### src/rtl/core/iol_pkg.sv
`timescale 1ns / 1ps
// ----------------------------------------------------------------------------
// iol_pkg
// Shared types and constants for the indexed ordered list.
// ----------------------------------------------------------------------------
package iol_pkg;

  localparam int DEPTH_DEF = 64;
  localparam int IDX_W     = 6;
  localparam int VAL_W     = 32;
  localparam int CNT_OUT_W = 7;
  localparam int POS_W     = 11;   // holds any position up to the largest depth
  localparam int GRP       = 8;    // entries per first-level read group
  localparam int GRP_W     = 3;
  localparam int NGRP      = 8;    // groups that the index can reach
  localparam int NGRP_W    = 3;

  typedef enum logic [2:0] {
    KIND_APPEND = 3'd0,
    KIND_REMOVE = 3'd1,
    KIND_INSERT = 3'd2,
    KIND_CLEAR  = 3'd3,
    KIND_READ   = 3'd4
  } kind_e;

  typedef enum logic [1:0] {
    ST_DONE  = 2'd0,
    ST_RANGE = 2'd1,
    ST_FULL  = 2'd2
  } status_e;

  // command broadcast to every cell of the chain
  typedef struct packed {
    logic             load;   // cell at pos takes the new value
    logic             up;     // cells above pos take their lower neighbor
    logic             dn;     // cells at or above pos take their upper neighbor
    logic [POS_W-1:0] pos;
  } cell_cmd_t;

endpackage

### src/rtl/core/iol_ctrl.sv
`timescale 1ns / 1ps
// ----------------------------------------------------------------------------
// iol_ctrl
// Command decode, range and fullness checks, and the entry count.
// ----------------------------------------------------------------------------
module iol_ctrl #(
  parameter int Depth = iol_pkg::DEPTH_DEF
) (
  input  logic                          clk_i,
  input  logic                          rst_ni,
  input  logic                          accept_i,
  input  logic [2:0]                    kind_i,
  input  logic [iol_pkg::IDX_W-1:0]     index_i,
  output iol_pkg::cell_cmd_t            cmd_o,
  output iol_pkg::status_e              status_o,
  output logic                          rd_ok_o,
  output logic [iol_pkg::CNT_OUT_W-1:0] count_o
);

  localparam int CntW = $clog2(Depth + 1);
  localparam int CmpW = (CntW > iol_pkg::IDX_W) ? CntW : iol_pkg::IDX_W;
  localparam int OutW = (CntW > iol_pkg::CNT_OUT_W) ? CntW : iol_pkg::CNT_OUT_W;

  logic [CntW-1:0]    count_q, count_d;
  logic [CmpW-1:0]    cmp_idx, cmp_cnt;
  logic [OutW-1:0]    cnt_wide;
  logic               full;
  logic               in_range;
  iol_pkg::cell_cmd_t cmd;

  assign cmp_idx  = CmpW'(index_i);
  assign cmp_cnt  = CmpW'(count_q);
  assign in_range = cmp_idx < cmp_cnt;
  assign full     = count_q == CntW'(Depth);

  always_comb begin
    cmd      = '0;
    status_o = iol_pkg::ST_DONE;
    rd_ok_o  = 1'b0;
    count_d  = count_q;
    case (kind_i)
      iol_pkg::KIND_APPEND: begin
        if (full) begin
          status_o = iol_pkg::ST_FULL;
        end else begin
          cmd.load = 1'b1;
          cmd.pos  = iol_pkg::POS_W'(count_q);
          count_d  = count_q + CntW'(1);
        end
      end
      iol_pkg::KIND_REMOVE: begin
        if (!in_range) begin
          status_o = iol_pkg::ST_RANGE;
        end else begin
          cmd.dn  = 1'b1;
          cmd.pos = iol_pkg::POS_W'(index_i);
          count_d = count_q - CntW'(1);
        end
      end
      iol_pkg::KIND_INSERT: begin
        // empty list: only index 0 is taken, as an append
        if (count_q == '0) begin
          if (index_i != '0) begin
            status_o = iol_pkg::ST_RANGE;
          end else begin
            cmd.load = 1'b1;
            cmd.pos  = '0;
            count_d  = CntW'(1);
          end
        end else if (!in_range) begin
          status_o = iol_pkg::ST_RANGE;
        end else if (full) begin
          status_o = iol_pkg::ST_FULL;
        end else begin
          cmd.load = 1'b1;
          cmd.up   = 1'b1;
          cmd.pos  = iol_pkg::POS_W'(index_i) + iol_pkg::POS_W'(1);
          count_d  = count_q + CntW'(1);
        end
      end
      iol_pkg::KIND_CLEAR: begin
        count_d = '0;
      end
      iol_pkg::KIND_READ: begin
        if (!in_range) begin
          status_o = iol_pkg::ST_RANGE;
        end else begin
          rd_ok_o = 1'b1;
        end
      end
      default: begin
      end
    endcase
  end

  assign cmd_o = accept_i ? cmd : '0;

  always_ff @(posedge clk_i or negedge rst_ni) begin
    if (!rst_ni) begin
      count_q <= '0;
    end else if (accept_i) begin
      count_q <= count_d;
    end
  end

  assign cnt_wide = OutW'(count_q);
  assign count_o  = cnt_wide[iol_pkg::CNT_OUT_W-1:0];

endmodule

### config.mk
export PLATFORM = sky130hd
export DESIGN_NAME = iol_ctrl
export DESIGN_NICKNAME = d
export VERILOG_FILES = /design/src/rtl/core/iol_pkg.sv /design/src/rtl/core/iol_ctrl.sv
export SDC_FILE = /design/constraint.sdc
export NUM_CORES = 1
export LEC_CHECK = 0
export BUFFER_PORTS_ARGS = -buffer_cell sky130_fd_sc_hd__buf_2
export CORE_ASPECT_RATIO = 1.4
export CORE_MARGIN = 2
export CORE_UTILIZATION = 37
export CTS_CLUSTER_SIZE = 10
export DETAILED_ROUTE_END_ITERATION = 6
export PLACE_DENSITY = 0.64
export SYNTH_ARGS = -nofsm -noshare
export SYNTH_HDL_FRONTEND = slang
export SYNTH_SLANG_ARGS = --single-unit
### constraint.sdc
create_clock -name clk_i -period 3.7 [get_ports clk_i]
set_input_delay 0.37 -clock clk_i [delete_from_list [all_inputs] [get_ports clk_i]]
set_output_delay 0.37 -clock clk_i [all_outputs]
set_load 0.05 [all_outputs]
Word level (Yosys, flattened, before mapping):

Index checks and enable logic that the tools add are counted.

* shifts and indexed selects: 0
* reductions and logical operators: 6
* bitwise operators: 0
* $add $sub $neg: 3
* div/mod/pow operators: 0
* eq/ne operators: 8
* multipliers: 0
* magnitude comparators: 1
* muxes and demuxes: 30

Operators by type and width (number)
* $mux 7: 9
* $pmux 11 s3: 1
* $pmux 7 s4: 1
* $mux 14: 1
* $mux 12: 1
* $mux 1: 10
* $mux 2: 5
* $add 6x1->7 const B: 1
* $add 7x1->7 const B: 1
* $eq 7x7->1 const B: 1
* $logic_not 7->1: 1
* $lt 6x7->1: 1
* $sub 7x1->7 const B: 1
* $eq 3x2->1 const B: 2
* $ne 3x3->1 const B: 2
* $pmux 2 s3: 1
* $reduce_bool 6->1: 1
* $reduce_and 5->1: 1
* $reduce_bool 4->1: 1
* $eq 3x1->1 const B: 1
* $eq 3x3->1 const B: 1
* $logic_not 3->1: 1
* $ne 2x2->1 const B: 1
* $pmux 1 s2: 1
* $reduce_or 2->1: 1

* bits in read-only memories: 0
* RAM bits: 0
* latch bits: 0
* memories kept: 0
* bits in registers: 7
* word-level logic and storage cells: 49

Depth between registers and ports, before layout:

* depth after elaboration: 6
* mapped depth: 10
* mapped depth without buffers: 8

Least setup slack after synthesis:

Ideal clock, no wire load.

* kind: reg2out
* start: reg count_q[3] (netlist: count_o[3])
* end: out status_o[0]
* cell stages (with the launch flop): 9
* buffers on the path: 1
* data required time: 3330 ps
* slack: 221 ps
* arrival: 3109 ps
* path through: dfrtp_1 > clkbuf_1 > inv_1 > ha_1 > nand4b_1 > nor2_1 > and2_2 > o211ai_1 > o32ai_1

* cells in the longest elaborated chain, start to end: 4
* elaborated cells between the ends (all ways): 6

RTL lines
* start: declaration: RTL line iol_ctrl.sv:24 `logic [CntW-1:0] count_q, count_d;`
* start signal: assignment: RTL line iol_ctrl.sv:102 `count_q <= count_d;`
* $lt 6x7->1: RTL line iol_ctrl.sv:33 `assign in_range = cmp_idx < cmp_cnt;`
* $mux 2: RTL line iol_ctrl.sv:70 `end else if (!in_range) begin`
* $mux 2: RTL line iol_ctrl.sv:62 `if (count_q == '0) begin`
* $pmux 2 s3 (*): RTL line iol_ctrl.sv:41 `case (kind_i)`
* end: declaration: RTL line iol_ctrl.sv:15 `output iol_pkg::status_e status_o,`

Every way passes the cells marked *; elsewhere a longest branch is shown, timed or not.

==> out/results.ini <==
[yosys]
ys.warnings.count = 0
syn_area_mm2 = 0.00127
synth_async_sr_flop_share_pct = 100
synth-seq-cells = 7
synth-seq-area-share_pct = 13.8
yosysUniqueCellTypes = 50
synth_edf_count = 0
syn_area_per_cell_um2 = 7.47
yosys_most_used_dff = dfrtp_1
syn_inst = 170

[detailed_routing]
num_vias = 1389
routedWlPerCell_um = 15.5
drc = 0
ant_nets = 0
first_iter_violations = 41
routed_wl_mm = 3.69
dr.pass1.iters = 4
viasPerCell = 5.84

[place]
placed_area_mm2 = 0.00140
dp_worst_setup_slack_ns = 0.919
finalWeightedCongestion = 0.881
hpwl_mm = 2.88
io_buffers = 31

[floorplan]
top_level_ports = 36
coreArea_mm2 = 0.00332
die_x_um = 53.5
start_util_pct = 38.3
row_count = 25
die_area_mm2 = 0.00392
die_h_um = 73.3

[timing]
final_hold_viol_count = 0
max_freq_mhz = 327
whs_ns = 0.507
worstMarginPinSlew_ns = 0.795
period_needed_ns = 3.06
finClkSkew_ns = 0.000931
rsz0062_at_grt = no
setup-tns-final_ns = 0
fin_crit_sh_pct = 82.6
setup_viol = 0
slew_viol_final = 0
maxSlewHeadroom_pct = 46.6
setup_slack_ns = 0.645

[setup_path]
cp_max_fo = 12
crit_arrival_ns = 2.69
critPathLaunchType = flop
end_kind = output port
critPathKind = reg -> out
cp.required_ns = 3.33

[clocking]
cts_tree = built
htree_levels = 1
ctsRootBufferMaster = clkbuf_8
cts_made_buffers = 3
post_cts_buffers = 0
cts.sinks = 7
clk_latency_ns = 0.22
clkTransAtPathRegs_ns = 0.04
clockBufferDepth = 2

[global_routing]
grt_max_degree = 15
overflow = 0
antenna_found_initial = 0
first_global_vias = 1204
track_usage_pct = 19.1
grt_pass1_wl_mm = 5.61

[cells_and_area]
drive_above_1_share_pct = 22.7
final_core_util_pct = 44.0
final_cell_area_mm2 = 0.00146
nFillCells = 383
diodes = 0
largest_reg_flops = 7
final_nets = 221
synthToLayoutAreaGrowth_pct = 14.8

[worst_hold_path]
holdCritPathClass = in -> async

[pwr]
power_density_mw_per_mm2 = 709
peakVddDrop_mv = 0.422
p_leak_uw = 0.000644

[status]
outcome = completed

[job]
cap_viol_max_count = 0

-- cell families (layout without fill, tap and decap cells) --
group / Yosys count / count (layout) / synth area share, %
flops: 7 / 7 / 13.8
fa+ha+maj: 10 / 10 / 9.85
simple gates: 65 / 65 / 28.2
other cells: 1 / 4 / 0.295
compound gates: 54 / 54 / 30.3
mux: 3 / 3 / 2.66
buf+inv: 24 / 49 / 10.7
xor+xnor: 6 / 6 / 4.14
-- layout make-up --
cell class / count / area, µm² / share of cell area (%)
Timing Repair Buffer: 33 / 173 / 11.8
Multi-Input combinational cell: 142 / 970 / 66.5
Clock buffer: 4 / 45.0 / 3.09
Sequential cell: 7 / 175 / 12.0
Inverter: 12 / 45.0 / 3.09
Tap cell: 40 / 50.0 / 3.43
-- final timing paths --
kind / startpoint / endpoint / slack (ns) / depth (start not counted)
worst max-delay path: count_o[3] / cmd_o[1] / 0.64 / 9
worst min-delay path: rst_ni / count_o[5] / 0.51 / 2
min in group clk_i: kind_i[1] / count_o[3] / 0.61 / 3
max in group asynchronous: rst_ni / count_o[0] / 3.04 / 2
worst min register to register: count_o[5] / count_o[5] / 0.72 / 2
worst max register to register: count_o[3] / count_o[1] / 0.96 / 8
-- per-layer routing --
metal	GRT usage (%)	share of wire (%)
met5	0	0
met4	9.40	2.5
met3	0.610	3.7
met2	33.7	52
met1	23.0	41
-- cells in the final DEF (no fill, tap or decap), types with 2 or more instances in the layout --
| cell | n |
|---|---|
| and3_1 | 6 |
| clkbuf_8 | 3 |
| ha_1 | 10 |
| nor3_1 | 5 |
| mux2_2 | 3 |
| nand2b_1 | 2 |
| nor2b_1 | 4 |
| a22oi_1 | 3 |
| o211ai_1 | 3 |
| a2bb2oi_1 | 4 |
| a31oi_1 | 2 |
| a21oi_1 | 11 |
| xor2_1 | 3 |
| dfrtp_1 | 7 |
| nand2_1 | 8 |
| buf_2 | 31 |
| nor2_1 | 17 |
| o32ai_1 | 3 |
| nor4_1 | 4 |
| o2bb2ai_1 | 3 |
| inv_1 | 12 |
| conb_1 | 4 |
| nand3_1 | 10 |
| a32oi_1 | 3 |
| xnor2_1 | 3 |
| o21ai_0 | 10 |
-- power breakdown --
group / total (µW) / switching [µW] / leakage, µW / internal [µW]
clock: 103 / 29.0 / 0.0000228 / 74.2
combinational: 692 / 451 / 0.000534 / 241
sequential: 238 / 127 / 0.0000875 / 111
total: 1030 / 607 / 0.000644 / 426
-- synth_stat cells (2+ instances only) --
cell type	instances	area share [%]
nor2_1	17	5.0
inv_1	12	3.5
a21oi_1	11	4.3
ha_1	10	9.9
nand3_1	10	3.9
o21ai_0	10	3.9
nand2_1	8	2.4
dfrtp_1	7	14
and3_1	6	3.0
nor3_1	5	2.0
a2bb2oi_1	4	2.8
buf_4	4	2.4
clkbuf_1	4	1.2
nor2b_1	4	2.0
nor4_1	4	2.0
a22oi_1	3	1.8
a32oi_1	3	2.1
mux2_2	3	2.7
o211ai_1	3	1.8
o2bb2ai_1	3	2.1
o32ai_1	3	2.1
xnor2_1	3	2.1
xor2_1	3	2.1
a31oi_1	2	0.99
clkbuf_8	2	2.2
nand2b_1	2	0.99
-- what timing repair did --
| action | 4_1_cts | 5_1_grt |
|---|---|---|
| hold buffers | 1 | 0 |
| hold endpoints to repair | 7 | 0 |
| setup endpoints to repair | 0 | 0 |
| gates resized for setup | 0 | 0 |
-- critical path, stage by stage, from the launching register on --
cell and delay [ns]:
dfrtp_1 0.61, inv_1 0.20, ha_1 0.22, a21o_1 0.17, a21oi_1 0.27, a2bb2oi_1 0.26
buf_4 0.22, nand3_1 0.09, a21oi_1 0.14, buf_2 0.28
-- through the flow --
stage / total power [µW] / std cells
after floorplan: 758 / 173
after global placement: 922 / 233
after detailed placement: 918 / 233
after CTS: 1030 / 238
after global routing: 1100 / 238
final: 1030 / 238
No activity file was read; power rests on OpenSTA's default activity.
