$ cat src/rtl/core/iol_pkg.sv
`timescale 1ns / 1ps
// ----------------------------------------------------------------------------
// iol_pkg
// Shared types and constants for the indexed ordered list.
// ----------------------------------------------------------------------------
package iol_pkg;

  localparam int DEPTH_DEF = 64;
  localparam int IDX_W     = 6;
  localparam int VAL_W     = 32;
  localparam int CNT_OUT_W = 7;
  localparam int POS_W     = 11;   // holds any position up to the largest depth
  localparam int GRP       = 8;    // entries per first-level read group
  localparam int GRP_W     = 3;
  localparam int NGRP      = 8;    // groups that the index can reach
  localparam int NGRP_W    = 3;

  typedef enum logic [2:0] {
    KIND_APPEND = 3'd0,
    KIND_REMOVE = 3'd1,
    KIND_INSERT = 3'd2,
    KIND_CLEAR  = 3'd3,
    KIND_READ   = 3'd4
  } kind_e;

  typedef enum logic [1:0] {
    ST_DONE  = 2'd0,
    ST_RANGE = 2'd1,
    ST_FULL  = 2'd2
  } status_e;

  // command broadcast to every cell of the chain
  typedef struct packed {
    logic             load;   // cell at pos takes the new value
    logic             up;     // cells above pos take their lower neighbor
    logic             dn;     // cells at or above pos take their upper neighbor
    logic [POS_W-1:0] pos;
  } cell_cmd_t;

endpackage

$ cat src/rtl/core/iol_cell.sv
`timescale 1ns / 1ps
// ----------------------------------------------------------------------------
// iol_cell
// One list slot: holds an entry and shifts to or from its neighbors.
// ----------------------------------------------------------------------------
module iol_cell #(
  parameter int Pos = 0
) (
  input  logic                           clk_i,
  input  iol_pkg::cell_cmd_t             cmd_i,
  input  logic [iol_pkg::VAL_W-1:0]      value_i,
  input  logic [iol_pkg::VAL_W-1:0]      prev_i,
  input  logic [iol_pkg::VAL_W-1:0]      next_i,
  output logic [iol_pkg::VAL_W-1:0]      entry_o
);

  localparam logic [iol_pkg::POS_W-1:0] MyPos = iol_pkg::POS_W'(Pos);

  logic [iol_pkg::VAL_W-1:0] entry_q, entry_d;

  always_comb begin
    entry_d = entry_q;
    if (cmd_i.load && (MyPos == cmd_i.pos)) begin
      entry_d = value_i;
    end else if (cmd_i.up && (MyPos > cmd_i.pos)) begin
      entry_d = prev_i;
    end else if (cmd_i.dn && (MyPos >= cmd_i.pos)) begin
      entry_d = next_i;
    end
  end

  always_ff @(posedge clk_i) begin
    entry_q <= entry_d;
  end

  assign entry_o = entry_q;

endmodule

$ cat config.mk
export PLATFORM = sky130hd
export DESIGN_NAME = iol_cell
export DESIGN_NICKNAME = d
export VERILOG_FILES = /design/src/rtl/core/iol_pkg.sv /design/src/rtl/core/iol_cell.sv
export SDC_FILE = /design/constraint.sdc
export NUM_CORES = 1
export LEC_CHECK = 0
export ABC_AREA = 1
export BUFFER_PORTS_ARGS = -buffer_cell sky130_fd_sc_hd__buf_2
export CAP_MARGIN = 15
export CORE_UTILIZATION = 40
export CTS_CLUSTER_DIAMETER = 40
export DETAILED_ROUTE_END_ITERATION = 10
export GPL_ROUTABILITY_DRIVEN = 1
export PLACE_DENSITY = 0.94
export SYNTH_ARGS = -nofsm -noshare
export SYNTH_HDL_FRONTEND = slang
export SYNTH_SLANG_ARGS = --single-unit
export TNS_END_PERCENT = 1
$ cat constraint.sdc
create_clock -name clk_i -period 3.7 [get_ports clk_i]
set_input_delay 0.74 -clock clk_i [delete_from_list [all_inputs] [get_ports clk_i]]
set_output_delay 0.74 -clock clk_i [all_outputs]
set_load 0.05 [all_outputs]
# After elaboration in Yosys (flattened, before gate mapping)
# Cells that the tools add are included.
[op_classes]
reduce_logical = 5
muxes = 3
n_lt_le_gt_ge = 2
[ops]
columns = ["op", "count"]
rows = [
  ["$mux W32", 3],
  ["$ge A1 B11 Y1 const A", 1],
  ["$gt A1 B11 Y1 const A", 1],
  ["$logic_not A11 Y1", 1],
  ["$logic_and A1 B1 Y1", 3],
  ["$reduce_bool A3 Y1", 1],
]
[totals]
register_bits = 32
wordCells = 11
input_bits = 111
output_inout_bits = 32

# Depth between registers and ports, before layout
# Gate-level depths: netlist (run 1).
[logic_depth]
word_depth = 5
mapped_depth = 7

# Worst setup path after synthesis (run 1)
# No wires, ideal clock.
[synth_timing]
path_kind = "in2reg"
startpoint = "input cmd_i[0] (netlist name)"
endpoint = "register entry_q (netlist bit entry_o[0]) (enable)"
path_slack_ps = 1311
t_arrival_ps = 2002
setup_time_ps = 387
path_stages = 5
required_time_ps = 3313
path_buffers = 1
cell_sequence = "nor2_1 > nand2_2 > nor2_8 > buf_4 > o211a_1"
[synth_via]
elab_chain_cells = 3
word_cells_on_any_way = 7
cone_classes = "order compare (2); reduce/logical (5)"
[synth_rtl]
columns = ["element", "line", "source"]
rows = [
  ["start: declaration", "iol_cell.sv:10", "input iol_pkg::cell_cmd_t cmd_i,"],
  ["$gt A1 B11 Y1, or another cell as far along", "iol_cell.sv:25", "end else if (cmd_i.up && (MyPos > cmd_i.pos)) begin"],
  ["$logic_and A1 B1 Y1 (on tied branches)", "iol_cell.sv:25, iol_cell.sv:23, iol_cell.sv:27", ""],
  ["$reduce_bool A3 Y1 (no source line) (*)", "--", ""],
  ["end signal: assignment", "iol_cell.sv:33", "entry_q <= entry_d;"],
  ["end: declaration", "iol_cell.sv:19", "logic [iol_pkg::VAL_W-1:0] entry_q, entry_d;"],
]
# Every way passes the cells marked *; elsewhere a longest branch is shown, timed or not.
# A chain may end at the register's enable or synchronous reset.

# Worst setup path in the final report (run 1)
[layout_timing]
startpoint = "input cmd_i[0] (netlist name)"
endpoint = "register entry_q (netlist bit entry_o[5]) (enable)"
# Same word-level chain as after synthesis.

==> flow_summary.toml, run 1 <==
[clock_network]
cts_buffer_depth = 2
cts_root_buffer = "clkbuf_8"
cts_max_level = 2
cts.sink_count = 32
cts_resized = 0
cts_made_buffers = 5
ctsHoldBuffers = 0
postCtsSetupBuffers = 0
path_clk_slew_ns = 0.07
cts_tree = "done"

[routing]
wl_per_cell_um = 12.5
drtAntennaViolNets = 0
top_layer_used = "met4"
wirelength_um = 3900
drc_errors = 0
drt-met1-wl_um = 1550
dr_total_vias = 1543
dr_wl_met3_um = 304
first_pass_iters = 4
first_iter_violations = 88
route.met2.wl_um = 2000
avgViaCountPerCell = 4.95

[critical_path]
path_class = "in2reg"
cp.arrival_ns = 2.09
end_kind = "register"
crit_required_ns = 3.64
critPathLaunchType = "primary input"
slowest_stage = "nor2_8"
crit_chain = "buf_2 > nor2_1 > nand2_2 > nor2_8 > o211a_1 > buf_4"
cp_max_fo = 34
max_stage_delay_ns = 0.41
startpoint = "cmd_i[0]"

[power_and_ir_drop]
power_leakage_nw = 1.13
swShare = 0.196
clkPwrFrac = 0.402
power.total_mw = 0.786
seq_power_share = 0.507
power.density_mw_per_mm2 = 351
power.switching_mw = 0.154
irDropWorstVdd_v = 0.000209
p_comb_frac = 0.091
p_int_mw = 0.632

[synthesis]
ys_seq_area_frac = 0.602
ys_types = 15
synthXorXnorAreaFrac = 0
synthTopCellsByArea = "edfxtp_1, nand2_1, nand4_1, buf_6, buf_4"
async_reset_ff_frac = 0
synthAdderAreaFrac = 0
yosysTopAreaCell = "edfxtp_1"
syn_inst = 157
synth_edf_count = 32
synth_common_cells = "nand2_1, edfxtp_1, nand4_1"
synth-seq-cells = 32
synth_top_family_by_area = "simple AND/OR/NAND/NOR gates"
avgSynthCellArea_um2 = 10.2
muxShareOfSynthArea = 0
yosys_warnings = 0
synth_fp_nets = 268
synth-simple-area-share = 0.325
yosysMostFrequentCell = "nand2_1"
synth_compound_area_frac = 0.00627
synth_top_area_share = 0.602
ys.flop_type = "edfxtp_1"
syn-cell-area_mm2 = 0.00160

[worst_hold_path]
min_from = "next_i[14]"
hp-class = "in2reg"

[timing]
final-hold-violation-count = 0
final_max_slew_viol_count = 0
fin_hold_ws_ns = 0.720
maxSlewHeadroom = 0.659
setup_viol = 0
tightestPinTransition_ns = 0.510
fmax_mhz = 465
fin_crit_ns = 2.15
period_share = 0.581
setup_tns_ns = 0
rsz0062_at_grt = "false"

[layout]
multi_input_area_um2 = 528
fin_util = 0.599
nNetsFinal = 374
nFillCells = 345
final_layout_size_suffix_gt1_frac = 0.470
syn_to_final_growth_pct = 40.5
seqCellArea_um2 = 961
largest_reg_flops = 32
num_antenna_cells = 0
final_cells = 312

[floorplanning]
coreArea_mm2 = 0.00374
die_w_um = 65.2
start_util = 0.426
num_rows = 22
ioPinCount = 143
die_area_mm2 = 0.00424
die_h_um = 65.2

[placement]
gp_congestion = 0.725
placedCellCount = 304
port_buffers = 109
dp_hpwl_um = 2730

[flow_run]
max_cap_viol_count = 0

[global_routing]
grt_pass1_wl_um = 6070
grt_antenna_before_repair = 0
grt-ovfl-total = 0
first_global_vias = 1405
grt_use_total = 0.194
grt_max_degree = 35

[run_status]
outcome = "finished clean"
final timing paths:
kind	cells past startpoint	endpoint
hold / removal	3	entry_o[14]$_DFFE_PP_
setup / recovery	6	entry_o[5]$_DFFE_PP_
layout by cell type, fill, tap and decap left out, drive strengths merged:
cell,synthesis,routed
o211a,1,1
clkbuf,3,5
nand4,32,32
nor2,5,5
inv,5,5
edfxtp,32,32
bufinv,0,1
clkinv,0,2
buf,10,112
nand3,1,1
nand2,68,68
metrics by stage:
stage | setup WS (ns) | cell area [um^2]
after floorplan | 1.31 | 1600
after global placement | 1.31 | 2140
after CTS | 1.55 | 2240
after global routing | 1.36 | 2240
after detailed placement | 1.25 | 2140
final | 1.55 | 2240
routing by layer:
metal,global-route usage,up-vias
met5,0,-
met4,0.0734,0
met3,0.0590,5
met2,0.345,69
met1,0.216,701
li1,-,768
power groups by stage:
stage	clock (mW)	sequential [mW]	combinational (mW)
after floorplan	0	0.407	0.0266
after global placement	0	0.407	0.0688
after detailed placement	0	0.407	0.0718
after CTS	0.323	0.399	0.0721
after global routing	0.343	0.398	0.0802
final	0.316	0.399	0.0715
final cells by class:
type	count	share of cell area
Sequential cell	32	0.429
Timing Repair Buffer	112	0.253
Multi-Input combinational cell	107	0.235
Clock buffer	5	0.0307
Tap cell	48	0.0268
Clock inverter	3	0.0167
Inverter	5	0.00837
kinds of logic after synthesis:
kind of cell    after synthesis
buf+inv                      18
simple gates                106
compound gates                1
flops                        32
critical path: cells and delay by family:
kind | cells | cell delay, ns
AO/OA/AOI/OAI | 1 | 0.22
AND/OR/NAND/NOR | 3 | 0.63
buffers and inverters | 2 | 0.46
No activity file was read; power rests on OpenSTA's default activity.
==> run 2, diff against run 1 <==
--- a/config.mk
+++ b/config.mk
@@ -5,14 +5,14 @@
 export SDC_FILE = /design/constraint.sdc
 export NUM_CORES = 1
 export LEC_CHECK = 0
-export ABC_AREA = 1
+export ABC_AREA = 0
 export BUFFER_PORTS_ARGS = -buffer_cell sky130_fd_sc_hd__buf_2
 export CAP_MARGIN = 15
-export CORE_UTILIZATION = 40
+export CORE_UTILIZATION = 36
 export CTS_CLUSTER_DIAMETER = 40
 export DETAILED_ROUTE_END_ITERATION = 10
 export GPL_ROUTABILITY_DRIVEN = 1
-export PLACE_DENSITY = 0.94
+export PLACE_DENSITY = 0.88
 export SYNTH_ARGS = -nofsm -noshare
 export SYNTH_HDL_FRONTEND = slang
 export SYNTH_SLANG_ARGS = --single-unit
==> constraint.sdc (replaced) <==
create_clock -name clk_i -period 2.1 [get_ports clk_i]
set_input_delay 0.42 -clock clk_i [delete_from_list [all_inputs] [get_ports clk_i]]
set_output_delay 0.42 -clock clk_i [all_outputs]
set_load 0.05 [all_outputs]
==> run 2 against run 1 <==
- sequential power rose by 76%
- core utilization fell by 5.1 points
- non-clock buffer count is 1 higher
- design area shrank 1.6%
- die area rose by 5.8%
- critical endpoint is now entry_o[25]$_DFFE_PP_
- largest power group unchanged
- highest routed layer unchanged
==> flow_summary.toml, run 2 <==
[clock_network]
cts_max_level = 2
cts.sink_count = 32
cts_made_buffers = 5
ctsHoldBuffers = 0
cts_buffer_depth = 2
path_clk_slew_ns = 0.06
cts_root_buffer = "clkbuf_8"
postCtsSetupBuffers = 0
cts_tree = "done"
cts_resized = 0

[power_and_ir_drop]
power_leakage_nw = 1.09
swShare = 0.186
irDropWorstVdd_v = 0.000248
clkPwrFrac = 0.330
power.total_mw = 1.24
power.switching_mw = 0.229
p_comb_frac = 0.101
p_int_mw = 1.01
power.density_mw_per_mm2 = 560
seq_power_share = 0.569

[synthesis]
yosys_warnings = 0
synth_compound_area_frac = 0.00740
synth-simple-area-share = 0.0280
synthXorXnorAreaFrac = 0
synth_common_cells = "edfxtp_1, mux2_4, buf_6"
synthTopCellsByArea = "edfxtp_1, mux2_4, buf_6, nor4_2, mux2_2"
ys_types = 8
synth_top_family_by_area = "multiplexers"
muxShareOfSynthArea = 0.311
ys.flop_type = "edfxtp_1"
syn_inst = 72
synth_fp_nets = 183
yosysMostFrequentCell = "edfxtp_1"
synth-seq-cells = 32
async_reset_ff_frac = 0
yosysTopAreaCell = "edfxtp_1"
synth_edf_count = 32
ys_seq_area_frac = 0.632
synthAdderAreaFrac = 0
synth_top_area_share = 0.632
avgSynthCellArea_um2 = 21.1
syn-cell-area_mm2 = 0.00152

[critical_path]
end_kind = "register"
cp.arrival_ns = 1.60
cp_max_fo = 17
critPathLaunchType = "primary input"
path_class = "in2reg"
crit_required_ns = 2.12

[placement]
port_buffers = 109
gp_congestion = 0.718
dpl_cell_area_mm2 = 0.00214

[routing]
drtAntennaViolNets = 0
drc_errors = 0
first_pass_iters = 3
dr_total_vias = 1076
avgViaCountPerCell = 4.54
wl_per_cell_um = 14.0
wirelength_um = 3310
first_iter_violations = 26

[layout]
syn_to_final_growth_pct = 45.1
final_cell_mix = "buf_2, edfxtp_1, mux2_4"
fin_util = 0.548
final_layout_size_suffix_gt1_frac = 0.818
stdcell_area_mm2 = 0.00221
nFillCells = 348
num_antenna_cells = 0
multi_input_area_um2 = 527
nNetsFinal = 300
largest_reg_flops = 32
final_common_cell = "buf_2"
seqCellArea_um2 = 961

[timing]
fin_crit_ns = 1.58
final-hold-violation-count = 0
tightestPinTransition_ns = 0.295
final_max_slew_viol_count = 0
period_share = 0.751
rsz0062_at_grt = "false"
setup_tns_ns = 0
fmax_mhz = 634
setup_viol = 0
fin_hold_ws_ns = 0.444
maxSlewHeadroom = 0.801

[floorplanning]
coreArea_mm2 = 0.00403
die_h_um = 67.0
ioPinCount = 143
die_area_mm2 = 0.00449
num_rows = 23
start_util = 0.378
die_w_um = 67.0

[global_routing]
grt_use_total = 0.154
grt_pass1_wl_um = 4800
grt-ovfl-total = 0
grt_max_degree = 23
grt_antenna_before_repair = 0
first_global_vias = 1069

[run_status]
outcome = "finished clean"

[flow_run]
max_cap_viol_count = 0

[worst_hold_path]
hp-class = "in2reg"
==> run 2: through the flow <==
step | setup WS [ns] | instances
final | 0.523 | 237
after global routing | 0.484 | 237
after CTS | 0.525 | 237
after detailed placement | 0.227 | 232
after global placement | 0.255 | 232
after floorplan | 0.0618 | 72
==> run 2: cells by family (layout without fill, tap and decap cells) <==
| group | after synthesis | in the layout |
|---|---|---|
| AO/OA/AOI/OAI | 1 | 1 |
| buffers and inverters | 3 | 118 |
| flip-flops | 32 | 32 |
| multiplexers | 32 | 32 |
| AND/OR/NAND/NOR | 4 | 4 |
==> run 2: final cells by class <==
type | count | area share
clock buffer | 5 | 0.0312
timing repair buffer | 113 | 0.266
multi-input combinational | 37 | 0.239
tap | 50 | 0.0283
sequential | 32 | 0.435
==> run 2: power groups by stage <==
| stage | sequential (mW) | clock, mW | combinational (mW) |
|---|---|---|---|
| 2_1_floorplan | 0.717 | 0 | 0.0470 |
| 3_3_place_gp | 0.716 | 0 | 0.121 |
| 3_5_place_dp | 0.716 | 0 | 0.127 |
| 4_1_cts | 0.703 | 0.425 | 0.127 |
| 5_1_grt | 0.702 | 0.455 | 0.136 |
| 6_report | 0.703 | 0.408 | 0.125 |
==> run 2: worst max-delay path, stage by stage <==
cell	delay, ns
buf_2	0.10
nor4_2	0.33
nand4_2	0.15
buf_4	0.25
mux2_4	0.33
==> run 2: metal layers <==
| layer | vias to the layer above | part of all wire | track usage |
|---|---|---|---|
| met4 | 0 | 0.026 | 0.0931 |
| met3 | 8 | 0.076 | 0.0462 |
| li1 | 518 | - | - |
| met1 | 484 | 0.39 | 0.154 |
| met5 | - | 0 | 0 |
| met2 | 66 | 0.51 | 0.274 |
==> run 2: path summary, 6_finish.rpt <==
path,endpoint,from,cells past startpoint,slack (ns)
setup / recovery,entry_o[25]$_DFFE_PP_,cmd_i[5],5,0.52
hold / removal,entry_o[10]$_DFFE_PP_,value_i[10],2,0.44
==> run 3, diff against run 2 <==
--- a/config.mk
+++ b/config.mk
@@ -5,14 +5,14 @@
 export SDC_FILE = /design/constraint.sdc
 export NUM_CORES = 1
 export LEC_CHECK = 0
-export ABC_AREA = 0
+export ABC_AREA = 1
 export BUFFER_PORTS_ARGS = -buffer_cell sky130_fd_sc_hd__buf_2
 export CAP_MARGIN = 15
-export CORE_UTILIZATION = 36
+export CORE_UTILIZATION = 34
 export CTS_CLUSTER_DIAMETER = 40
 export DETAILED_ROUTE_END_ITERATION = 10
 export GPL_ROUTABILITY_DRIVEN = 1
-export PLACE_DENSITY = 0.88
+export PLACE_DENSITY = 0.86
 export SYNTH_ARGS = -nofsm -noshare
 export SYNTH_HDL_FRONTEND = slang
 export SYNTH_SLANG_ARGS = --single-unit
==> constraint.sdc (replaced) <==
create_clock -name clk_i -period 1.41 [get_ports clk_i]
set_input_delay 0.282 -clock clk_i [delete_from_list [all_inputs] [get_ports clk_i]]
set_output_delay 0.282 -clock clk_i [all_outputs]
set_load 0.05 [all_outputs]
==> run 3 against run 2 <==
- the flow now finishes with violations (design-rule violations)
- non-clock buffer count up 6
- core utilization fell by 1.9 points
- global-route usage grew 2.2 points
- count of clock-buffer cells in the layout rose by 1
- largest power group unchanged
- final cell count rose by 36%
- critical path type is now reg2out
- die area increased by 11%
==> flow_summary.toml, run 3 (same netlist as run 1, synthesis figures left out) <==
[critical_path]
max_stage_delay_ns = 0.33
crit_chain = "buf_2"
cp.arrival_ns = 0.88
end_kind = "primary output"
path_class = "reg2out"
crit_family = "flip-flops"
slowest_stage = "edfxtp_1"
worst-path-buf-inv = 1
cp_max_fo = 1
path_depth = 1
critPathLaunchType = "register"
crit_required_ns = 1.13

[floorplanning]
die_w_um = 70.5
die_area_mm2 = 0.00497
die_h_um = 70.5
coreArea_mm2 = 0.00444
ioPinCount = 143
num_rows = 24
start_util = 0.359

[layout]
final_common_cell = "buf_2"
syn_to_final_growth_pct = 47.2
largest_reg_flops = 32
stdcell_area_mm2 = 0.00235
final_layout_size_suffix_gt1_frac = 0.504
nNetsFinal = 381
final_cells = 322
num_antenna_cells = 0
final_cell_mix = "buf_2, nand2_1, nand4_1, edfxtp_1, buf_4"
nFillCells = 417
fin_util = 0.528

[power_and_ir_drop]
power_leakage_nw = 1.17
irDropWorstVdd_v = 0.000353
p_int_mw = 1.49
swShare = 0.212
seq_power_share = 0.555
p_comb_frac = 0.106
power.switching_mw = 0.401
power.density_mw_per_mm2 = 804
power.total_mw = 1.89
clkPwrFrac = 0.340

[timing]
period_share = 0.823
tightestPinTransition_ns = 0.280
final-hold-violation-count = 0
fin_hold_ws_ns = 0.267
final_max_slew_viol_count = 0
setup_viol = 0
fin_crit_ns = 1.16
rsz0062_at_grt = "false"
maxSlewHeadroom = 0.815
fmax_mhz = 862

[routing]
drc_errors = 16
avgViaCountPerCell = 4.93
wl_per_cell_um = 12.7
drtAntennaViolNets = 0
first_iter_violations = 74
dr_total_vias = 1589
wirelength_um = 4100
first_pass_iters = 7

[placement]
gp_congestion = 0.672
port_buffers = 109
dpl_cell_area_mm2 = 0.00227
dp_hpwl_um = 3090
placedCellCount = 315

[clock_network]
cts_tree = "done"
cts_buffer_depth = 2
cts.sink_count = 32
path_clk_slew_ns = 0.06
cts_resized = 0
cts_root_buffer = "clkbuf_8"
ctsHoldBuffers = 0
cts_made_buffers = 5
postCtsSetupBuffers = 0
cts_max_level = 2

[run_status]
failed_checks = "design-rule violations"
outcome = "finished, violations left"

[worst_hold_path]
hp-class = "in2reg"
hold-path-cell-count = 3

[global_routing]
first_global_vias = 1585
grt_max_degree = 25
grt_antenna_before_repair = 0
grt_pass1_wl_um = 6790
grt_use_total = 0.175
grt-ovfl-total = 0

[flow_run]
max_cap_viol_count = 0
==> run 3: worst paths after layout <==
path | endpoint | slack [ns] | start
min | entry_o[0]$_DFFE_PP_ | 0.27 | next_i[0]
max | entry_o[2] | 0.25 | entry_o[2]$_DFFE_PP_
==> run 3: power by group through the flow <==
stage / registers [mW] / logic [mW] / clock network, mW
2_1_floorplan: 1.07 / 0.0740 / 0
4_1_cts: 1.05 / 0.201 / 0.670
6_report: 1.05 / 0.199 / 0.641
5_1_grt: 1.05 / 0.224 / 0.709
3_5_place_dp: 1.07 / 0.201 / 0
3_3_place_gp: 1.07 / 0.194 / 0
==> run 3: layout make-up <==
type	count	area [um^2]	area share
flip-flops and latches	32	961	0.409
repair buffers	119	671	0.286
multi-input cells	107	556	0.237
clock buffers	6	72.6	0.0309
well taps	52	65.1	0.0277
inverters	5	18.8	0.00799
clock inverters	1	5.00	0.00213
==> run 3: stage by stage <==
step / setup TNS, ns / setup slack [ns]
global route: 0 / 0.198
CTS: 0 / 0.231
floorplan: -1.81 / -0.0567
detailed placement: -0.153 / -0.00905
finish: 0 / 0.250
global placement: -0.00179 / -0.000367
==> run 3: metal layers <==
layer / part of all wire / routed length [um] / vias up / global-route usage
met1: 0.41 / 1670 / 738 / 0.192
met4: 0.014 / 59 / 0 / 0.0952
met3: 0.053 / 218 / 5 / 0.0317
li1: - / - / 777 / -
met2: 0.53 / 2160 / 69 / 0.320
met5: 0 / 0 / - / 0
